**config.mk**
```make
export PLATFORM = sky130hd
export DESIGN_NAME = bbc_back
export DESIGN_NICKNAME = d
export VERILOG_FILES = /design/src/rtl/bbc_pkg.sv /design/src/rtl/bbc_back.sv
export SDC_FILE = /design/constraint.sdc
export NUM_CORES = 1
export LEC_CHECK = 0
export BUFFER_PORTS_ARGS = -buffer_cell sky130_fd_sc_hd__buf_4
export CORE_ASPECT_RATIO = 0.75
export CORE_MARGIN = 2
export CORE_UTILIZATION = 65
export DETAILED_ROUTE_END_ITERATION = 7
export GPL_TIMING_DRIVEN = 0
export HOLD_SLACK_MARGIN = 0.1
export PLACE_DENSITY = 0.89
export SLEW_MARGIN = 40
export SYNTH_ARGS = -nofsm -noshare
export SYNTH_HDL_FRONTEND = slang
export SYNTH_SLANG_ARGS = --single-unit
```
**constraint.sdc**
```tcl
create_clock -name clk -period 8.65 [get_ports clk]
set_clock_uncertainty 0.1 [all_clocks]
set_input_delay 0.4325 -clock clk [delete_from_list [all_inputs] [get_ports clk]]
set_output_delay 0.4325 -clock clk [all_outputs]
set_load 0.005 [all_outputs]
```
**src/rtl/bbc_pkg.sv**
```systemverilog
// Package with types, codes and constants of the bracket balance checker.
`timescale 1ns / 1ps
package bbc_pkg;

	// Default sizes handed to the top level.
	localparam int STACK_DEPTH_DEF = 32;
	localparam int LINE_BITS_DEF   = 20;

	// Width of the line field in a result.
	localparam int LINE_W = 20;

	// Depth of the command queue between front and back.
	localparam int CMD_FIFO_DEPTH = 4;

	// Input kinds.
	localparam logic KIND_TEXT = 1'b0;
	localparam logic KIND_END  = 1'b1;

	// Character codes of interest.
	localparam logic [7:0] CH_NEWLINE = 8'h0A;
	localparam logic [7:0] CH_LPAREN  = 8'h28;
	localparam logic [7:0] CH_RPAREN  = 8'h29;
	localparam logic [7:0] CH_LSQUARE = 8'h5B;
	localparam logic [7:0] CH_RSQUARE = 8'h5D;
	localparam logic [7:0] CH_LCURLY  = 8'h7B;
	localparam logic [7:0] CH_RCURLY  = 8'h7D;

	// Bracket types.
	localparam logic [1:0] BR_ROUND  = 2'd0;
	localparam logic [1:0] BR_SQUARE = 2'd1;
	localparam logic [1:0] BR_CURLY  = 2'd2;

	// Report kinds.
	localparam logic [1:0] RPT_MISMATCH = 2'd0;
	localparam logic [1:0] RPT_MISSING  = 2'd1;
	localparam logic [1:0] RPT_OVERFLOW = 2'd2;
	localparam logic [1:0] RPT_END      = 2'd3;

	// Classified operations passed from front to back.
	typedef enum logic [1:0] {
		OP_NEWLINE = 2'd0,
		OP_OPEN    = 2'd1,
		OP_CLOSE   = 2'd2,
		OP_END     = 2'd3
	} bbc_op_t;

	// One queued command.
	typedef struct packed {
		bbc_op_t    op;
		logic [1:0] btype;
	} bbc_cmd_t;

	// Input item.
	typedef struct packed {
		logic       kind;
		logic [7:0] char_code;
	} in_item_t;

	// Result item.
	typedef struct packed {
		logic [1:0]        report_kind;
		logic [1:0]        bracket_type;
		logic [LINE_W-1:0] line_number;
		logic              last_of_run;
	} out_item_t;

endpackage

```
**src/rtl/bbc_back.sv**
```systemverilog
// Back part: line counter, bracket stack and result register.
`timescale 1ns / 1ps
module bbc_back
	import bbc_pkg::*;
#(
	parameter int STACK_DEPTH = STACK_DEPTH_DEF,
	parameter int LINE_BITS   = LINE_BITS_DEF
) (
	input  logic      clk,
	input  logic      arst_n,
	input  logic      cmd_valid,
	input  bbc_cmd_t  cmd,
	output logic      cmd_pop,
	output logic      result_valid,
	input  logic      result_ready,
	output out_item_t result
);

	localparam int CW = $clog2(STACK_DEPTH + 1);
	localparam int AW = (STACK_DEPTH > 1) ? $clog2(STACK_DEPTH) : 1;
	localparam int EW = LINE_BITS + 2;
	localparam logic [CW-1:0] FULL = CW'(STACK_DEPTH);

	logic [EW-1:0]        stack_mem [STACK_DEPTH];
	logic [EW-1:0]        top_q;
	logic [EW-1:0]        rd_q;
	logic                 top_rd_q;
	logic [CW-1:0]        count_q;
	logic [LINE_BITS-1:0] line_q;
	logic                 out_valid_q;
	out_item_t            out_q;

	logic [EW-1:0]        top_e;
	logic [1:0]           top_type;
	logic [LINE_BITS-1:0] top_line;
	logic [AW-1:0]        rd_addr;
	logic [EW-1:0]        push_e;
	logic                 need_out;
	logic                 take_cmd;
	logic                 do_push_c;
	logic                 do_pop_c;
	logic                 do_newline_c;
	logic                 do_clear_c;
	out_item_t            res_c;
	logic                 slot_free;
	logic                 fire;

	// Cut a line count to the result field width.
	function automatic logic [LINE_W-1:0] to_out_line(input logic [LINE_BITS-1:0] l);
		logic [LINE_BITS+LINE_W-1:0] ext;
		ext = {{LINE_W{1'b0}}, l};
		return ext[LINE_W-1:0];
	endfunction

	// The top entry sits in top_q after a push and in rd_q after a pop.
	assign top_e    = top_rd_q ? rd_q : top_q;
	assign top_type = top_e[EW-1 -: 2];
	assign top_line = top_e[LINE_BITS-1:0];
	assign rd_addr  = AW'(count_q - CW'(2));
	assign push_e   = {cmd.btype, line_q};

	// Decide what the head command does and whether it makes a result.
	always_comb begin
		need_out     = 1'b0;
		take_cmd     = 1'b1;
		do_push_c    = 1'b0;
		do_pop_c     = 1'b0;
		do_newline_c = 1'b0;
		do_clear_c   = 1'b0;
		res_c.report_kind  = RPT_MISMATCH;
		res_c.bracket_type = cmd.btype;
		res_c.line_number  = to_out_line(line_q);
		res_c.last_of_run  = 1'b0;
		unique case (cmd.op)
			OP_NEWLINE: do_newline_c = 1'b1;
			OP_OPEN: begin
				if (count_q == FULL) begin
					need_out          = 1'b1;
					res_c.report_kind = RPT_OVERFLOW;
				end else begin
					do_push_c = 1'b1;
				end
			end
			OP_CLOSE: begin
				if (count_q == '0 || top_type != cmd.btype) begin
					need_out          = 1'b1;
					res_c.report_kind = RPT_MISMATCH;
				end else begin
					do_pop_c = 1'b1;
				end
			end
			OP_END: begin
				need_out = 1'b1;
				if (count_q != '0) begin
					// Drain one unclosed opener per cycle while the result slot is free, holding the command.
					take_cmd           = 1'b0;
					do_pop_c           = 1'b1;
					res_c.report_kind  = RPT_MISSING;
					res_c.bracket_type = top_type;
					res_c.line_number  = to_out_line(top_line);
				end else begin
					do_clear_c         = 1'b1;
					res_c.report_kind  = RPT_END;
					res_c.bracket_type = BR_ROUND;
					res_c.last_of_run  = 1'b1;
				end
			end
			default: take_cmd = 1'b1;
		endcase
	end

	assign slot_free    = !out_valid_q || result_ready;
	assign fire         = cmd_valid && (!need_out || slot_free);
	assign cmd_pop      = fire && take_cmd;
	assign result_valid = out_valid_q;
	assign result       = out_q;

	// Control state: stack depth, line counter, top location, result valid.
	always_ff @(posedge clk or negedge arst_n) begin
		if (!arst_n) begin
			count_q     <= '0;
			line_q      <= LINE_BITS'(1);
			top_rd_q    <= 1'b0;
			out_valid_q <= 1'b0;
		end else begin
			if (fire && need_out) begin
				out_valid_q <= 1'b1;
			end else if (result_ready) begin
				out_valid_q <= 1'b0;
			end
			if (fire) begin
				if (do_push_c) begin
					count_q  <= count_q + CW'(1);
					top_rd_q <= 1'b0;
				end
				if (do_pop_c) begin
					count_q  <= count_q - CW'(1);
					top_rd_q <= 1'b1;
				end
				if (do_newline_c && !(&line_q)) begin
					line_q <= line_q + LINE_BITS'(1);
				end
				if (do_clear_c) begin
					line_q <= LINE_BITS'(1);
				end
			end
		end
	end

	// Stack memory, top cache and result payload.
	always_ff @(posedge clk) begin
		if (fire && do_push_c) begin
			stack_mem[count_q[AW-1:0]] <= push_e;
			top_q                      <= push_e;
		end
		if (fire && do_pop_c) begin
			rd_q <= stack_mem[rd_addr];
		end
		if (fire && need_out) begin
			out_q <= res_c;
		end
	end

endmodule

```
Word level (Yosys, flattened, before mapping):

Memory sizes are Yosys's and may differ from the RTL's. A register that Yosys moved wholly into a read port is not among the register bits.
Index checks and enable logic that the tools add are counted.

* bits in registers: 75
* RAM bits: 704
* logic and storage cells: 68
* memories: 1

Memory list
* stack_mem: depth 32, width 22, rd ports 1, clocked after memory_dff 1, write ports 1, RTL line bbc_back.sv:24 `logic [EW-1:0] stack_mem [STACK_DEPTH];`

* reductions and logical operators: 21
* equal/unequal tests: 5
* multiplexer cells: 28
* $add $sub $neg: 4

Operators by type and width (count)
* $mux 20: 3
* $mux 23: 1
* $mux 22: 1
* $add 20x1->20 const B: 1
* $reduce_and 20->1: 1
* $mux 1: 16
* $mux 6: 2
* $add 6x1->6 const B: 1
* $eq 6x6->1 const B: 1
* $logic_and 1x1->1: 6
* $logic_not 6->1: 1
* $reduce_bool 2->1: 3
* $reduce_bool 6->1: 1
* $sub 6x1->6 const B: 1
* $sub 5x2->5 const B: 1
* $eq 2x2->1 const B: 2
* $mux 4: 1
* $pmux 2 s2: 1
* $reduce_and 2->1: 2
* $logic_not 1->1: 3
* $logic_or 1x1->1: 3
* $pmux 1 s3: 1
* $eq 2x1->1 const B: 1
* $logic_not 2->1: 1
* 3 further kinds: 3

Depth between registers and ports, before layout:

* depth in word-level cells: 11
* mapped depth: 13
* mapped depth without buffers: 12

Worst setup path before layout:

OpenSTA, ideal clock, no wires.

* path type: reg-to-reg
* start point: reg count_q[2]
* end point: mem stack_mem[22][0] (netlist bit), enable pin
* cell stages (with the launch flop): 8
* data arrival time: 3216 ps
* setup slack: 4933 ps
* required time: 8149 ps
* cells stage by stage: dfrtp_1 -> clkbuf_1 -> nor3_4 -> a31oi_1 -> and3_1 -> clkbuf_1 -> nand3_1 -> nor2_1

* word-level cells in the longest chain between the ends: 10
* elaborated cells between the ends (all ways): 14
* classes of those cells: eq/ne (1); mux (7); reduce/logical (6)

RTL lines
* start: declaration: RTL line bbc_back.sv:28 `logic [CW-1:0] count_q;`
* start signal: assignment: RTL line bbc_back.sv:133 `count_q <= count_q + CW'(1);`
* start signal: assignment: RTL line bbc_back.sv:137 `count_q <= count_q - CW'(1);`
* $logic_not 6->1: RTL line bbc_back.sv:85 `if (count_q == '0 || top_type != cmd.btype) begin`
* $logic_or 1x1->1: RTL line bbc_back.sv:85
* $mux 1: RTL line bbc_back.sv:85
* $pmux 1 s3: RTL line bbc_back.sv:74 `unique case (cmd.op)`
* $logic_not 1->1: RTL line bbc_back.sv:113 `assign fire = cmd_valid && (!need_out || slot_free);`
* $logic_or 1x1->1: RTL line bbc_back.sv:113
* $logic_and 1x1->1: RTL line bbc_back.sv:113
* $logic_and 1x1->1: RTL line bbc_back.sv:152 `if (fire && do_push_c) begin`
* $mux 1: RTL line bbc_back.sv:152
* $mux 1 (implied by the code): RTL line bbc_back.sv:153 `stack_mem[count_q[AW-1:0]] <= push_e;`
* end: declaration: RTL line bbc_back.sv:24

Several ways; a longest one is shown, not always the timed one.

Final worst setup path:

* start point: reg count_q[1]
* end point: reg rd_q[3] (read register of stack_mem), data pin

* word-level cells in the longest chain between the ends: 8
* elaborated cells between the ends (all ways): 15
* classes of those cells: add/sub (1); eq/ne (1); mux (6); reduce/logical (7)

RTL lines
* $logic_not 6->1: RTL line bbc_back.sv:85
* $logic_or 1x1->1: RTL line bbc_back.sv:85
* $mux 1: RTL line bbc_back.sv:85
* $pmux 1 s3: RTL line bbc_back.sv:74
* $logic_not 1->1: RTL line bbc_back.sv:113
* $logic_or 1x1->1: RTL line bbc_back.sv:113
* $logic_and 1x1->1: RTL line bbc_back.sv:113
* $logic_and 1x1->1: RTL line bbc_back.sv:156 `if (fire && do_pop_c) begin`
* end: declaration: RTL line bbc_back.sv:26 `logic [EW-1:0] rd_q;`

Several ways; a longest one is shown, not always the timed one.
A chain may end at the register's enable or synchronous reset.

==> metrics <==
status=completed; Worst VDD drop=236.7 uV; post-synth top area share=74.32%; clock power share=28.2%; Synthesized Nets=1450; worst path bufs/invs=6; crit path capture type=flop; Post-CTS Setup Repair Bufs=0; Total Routed Length=86810 um; FF+latch area=23940 um^2; Reg clk slew, reported paths=70 ps; Sink Count=801; Critical R2R Capture=rd_q[3]; initial antenna violation count=1; Comb pwr share=30.9%; Slowest Stage Delay on Critical Path=650 ps; WHS Path Cells=3; total gr overflow=0; die area=49840 um^2; cell-internal power=7676 uW; Buffers on Ports=33; Worst Hold Slack=180.0 ps; register area share after synthesis=76.57%; Worst Setup Start Kind=flop; pre-CTS setup slack=4211 ps; hpwl dp=50270 um; reg2reg start=count_q[1]; number of buffers created by CTS=73; DRT iter0 DRCs=3144; post-CTS resize count=0; routed wl met3=13060 um; Net Sw Frac=32.70%; area delta synth->final=14.64%; DRT antenna net count=0; Non-Filler Instances=2280; critical path class=flop to flop; Fin. Hold Viols=0; clock latency on the worst-skew pair=630 ps; share of layout cells above drive strength 1=31.95%; Multi-input gate area=7212 um^2; largest family of logic cells by synthesized area=multiplexers; Die Wd=257.1 um; Psw=3729 uW; gpl congestion=0.8919; vias in the first global route=16.79k; post-synthesis compound-gate area fraction=1.675%; WL met2=39700 um; Reg2Reg Depth=10; # rows=69; Metal-1 WL=30050 um; vias per cell=7.463; Critical Path, Cell by Cell=buf_2 -> buf_2 -> buf_1 -> inv_1 -> ha_1 -> clkbuf_1 -> clkbuf_2 -> mux4_2 -> nand2_1 -> nand2_1; R2R Setup Slk=4100 ps; global-route wire length before repair=123800 um; Max Slew Vio Count=0; Synth area leader=edfxtp_1; nets@finish=1598; Synth Cell Area=31230 um^2; dpl cells=2143; routed len/inst=38.08 um; number of max-cap violations=0; Async SR Flop Fraction=3.496%; post-layout min period=4547 ps; Simple-Gate Fraction of Synth Area=2.756%; Sequential Power Share=40.9%; via count=17.02k; Max Root-Sink Buffers=3; Tcrit/Tclk final=52.57%; Area contributors post-synth=edfxtp_1 (74%), mux4_2 (16%), dfrtp_1 (2.2%); CP delay by family, top=buffers and inverters; largest net degree at the start of global routing=42; Setup-failing EPs final=0; critical path peak fanout=10; highest routed layer=met4; flops & latches, synth=801; Max Clock Freq=219.9 MHz; CTS H-tree lvls=3; Avg Synthesized Cell Area=21.76 um^2; worst setup margin=4103 ps; Static Leak=0.01133 uW; crit path DAT=4800 ps; hold path start=cmd[2]; Hold Path End=result[23]; number of synthesized flops with an enable pin=773; layout filler cell count=2258; Starting Density=65.90%; Tightest Hold Check Type=input pin to flop; TNS Setup=0 ps; height of the die=193.8 um; CP max-delay cell=mux4_2; mux contribution to synthesized area=17.11%; Tightest Pin Transition=940.6 ps; Synth Flop Type=edfxtp_1; post-synthesis adder-cell area fraction=0.3045%; Synth Warn #=0; most frequent cells in the layout=edfxtp_1 (773), mux4_2 (219), clkbuf_16 (77), nand2_1 (58), buf_4 (44); xor and xnor area share after synthesis=0.3325%; P per Cell Area=318.5 nW/um^2; RSZ-0062 raised after global routing=false; TritonCTS clock tree=yes; total power=11410 uW; Post-CTS Hold Buffers=2; commonest non-fill, non-tap cell in the layout=edfxtp_1; clock tree root buffer cell=clkbuf_16; Ports=35; distinct cell type count after synthesis=52; WP data required=8900 ps; Rel. slew slack=37.29%; Mapped Cells=1435; GRT Total Usage=35.84%; core area=47400 um^2; DRC=0; TritonRoute pass-1 iters=8
## sequential cells by signal, summed over array words and instances (netlist names)
| name | count |
|---|---|
| stack_mem | 704 |
| result | 25 |
| top_rd_q | 1 |
| result_valid | 1 |
| top_q | 22 |
| line_q | 20 |
| count_q | 6 |
| rd_q | 22 |
## final cells by class
cell class | count | share of cell area [%]
plain buffers | 73 | 1.024
multi-input cells | 551 | 20.14
well taps | 639 | 2.233
diodes | 1 | 0.006989
clock inverters | 37 | 0.8527
clock buffers | 95 | 5.598
inverters | 10 | 0.1048
repair buffers | 73 | 3.170
flip-flops and latches | 801 | 66.87
## how the worst max path moves through the flow
stage                    start                end  slack, ps  cells past startpoint
floorplan           count_q[2]   stack_mem[22][0]       4930                      7
detailed placement  count_q[1]            rd_q[0]       4210                     10
finish              count_q[1]            rd_q[3]       4100                     10
CTS                 count_q[1]            rd_q[3]       3950                     10
global route        count_q[1]            rd_q[3]       4040                     10
global placement    count_q[2]  stack_mem[18][12]       3070                      7
## cell usage after synthesis, drive strengths merged (7+ instances only)
cell type  instances
buf               40
a21oi             31
mux2i             27
nand2             59
edfxtp           773
nor2              76
nand4             12
clkbuf            33
mux4             219
a31oi              7
mux2              12
dfrtp             27
o21ai             32
nand3             14
inv               10
## worst register-to-register path: stages (launching register included)
cell,delay [ps]
dfrtp_1,350
buf_2,280
buf_2,420
buf_1,570
inv_1,380
ha_1,430
clkbuf_1,320
clkbuf_2,480
mux4_2,650
nand2_1,200
nand2_1,120
## power groups by stage
| stage | Sequential [uW] | Clock [uW] | Combinational (uW) |
|---|---|---|---|
| global route | 4680 | 3360 | 3600 |
| floorplan | 4670 | 0 | 2080 |
| CTS | 4680 | 3220 | 3390 |
| global placement | 4740 | 0 | 3000 |
| detailed placement | 4760 | 0 | 3250 |
| finish | 4660 | 3220 | 3520 |
## cell families (layout without fill, tap and decap cells)
kind of cell | count (synthesis) | after routing
AO/OA/AOI/OAI | 86 | 86
AND/OR/NAND/NOR | 189 | 189
other | 0 | 1
multiplexers | 258 | 258
adder cells (fa/ha/maj) | 7 | 7
flip-flops | 801 | 801
XOR/XNOR | 11 | 11
buffers and inverters | 83 | 288
## layer usage
layer / global-route usage [%] / vias to the layer above
met2: 52.93 / 1728
met3: 11.12 / 306
li1: - / 6283
met4: 14.08 / 0
met5: 0 / -
met1: 51.32 / 8698
## stage by stage
step	util, %	instance area [um^2]
6_report	75.54	35800
3_3_place_gp	68.11	32280
5_1_grt	75.54	35800
4_1_cts	75.38	35730
3_5_place_dp	70.47	33400
2_1_floorplan	-	31230
No activity file was read; power rests on OpenSTA's default activity.
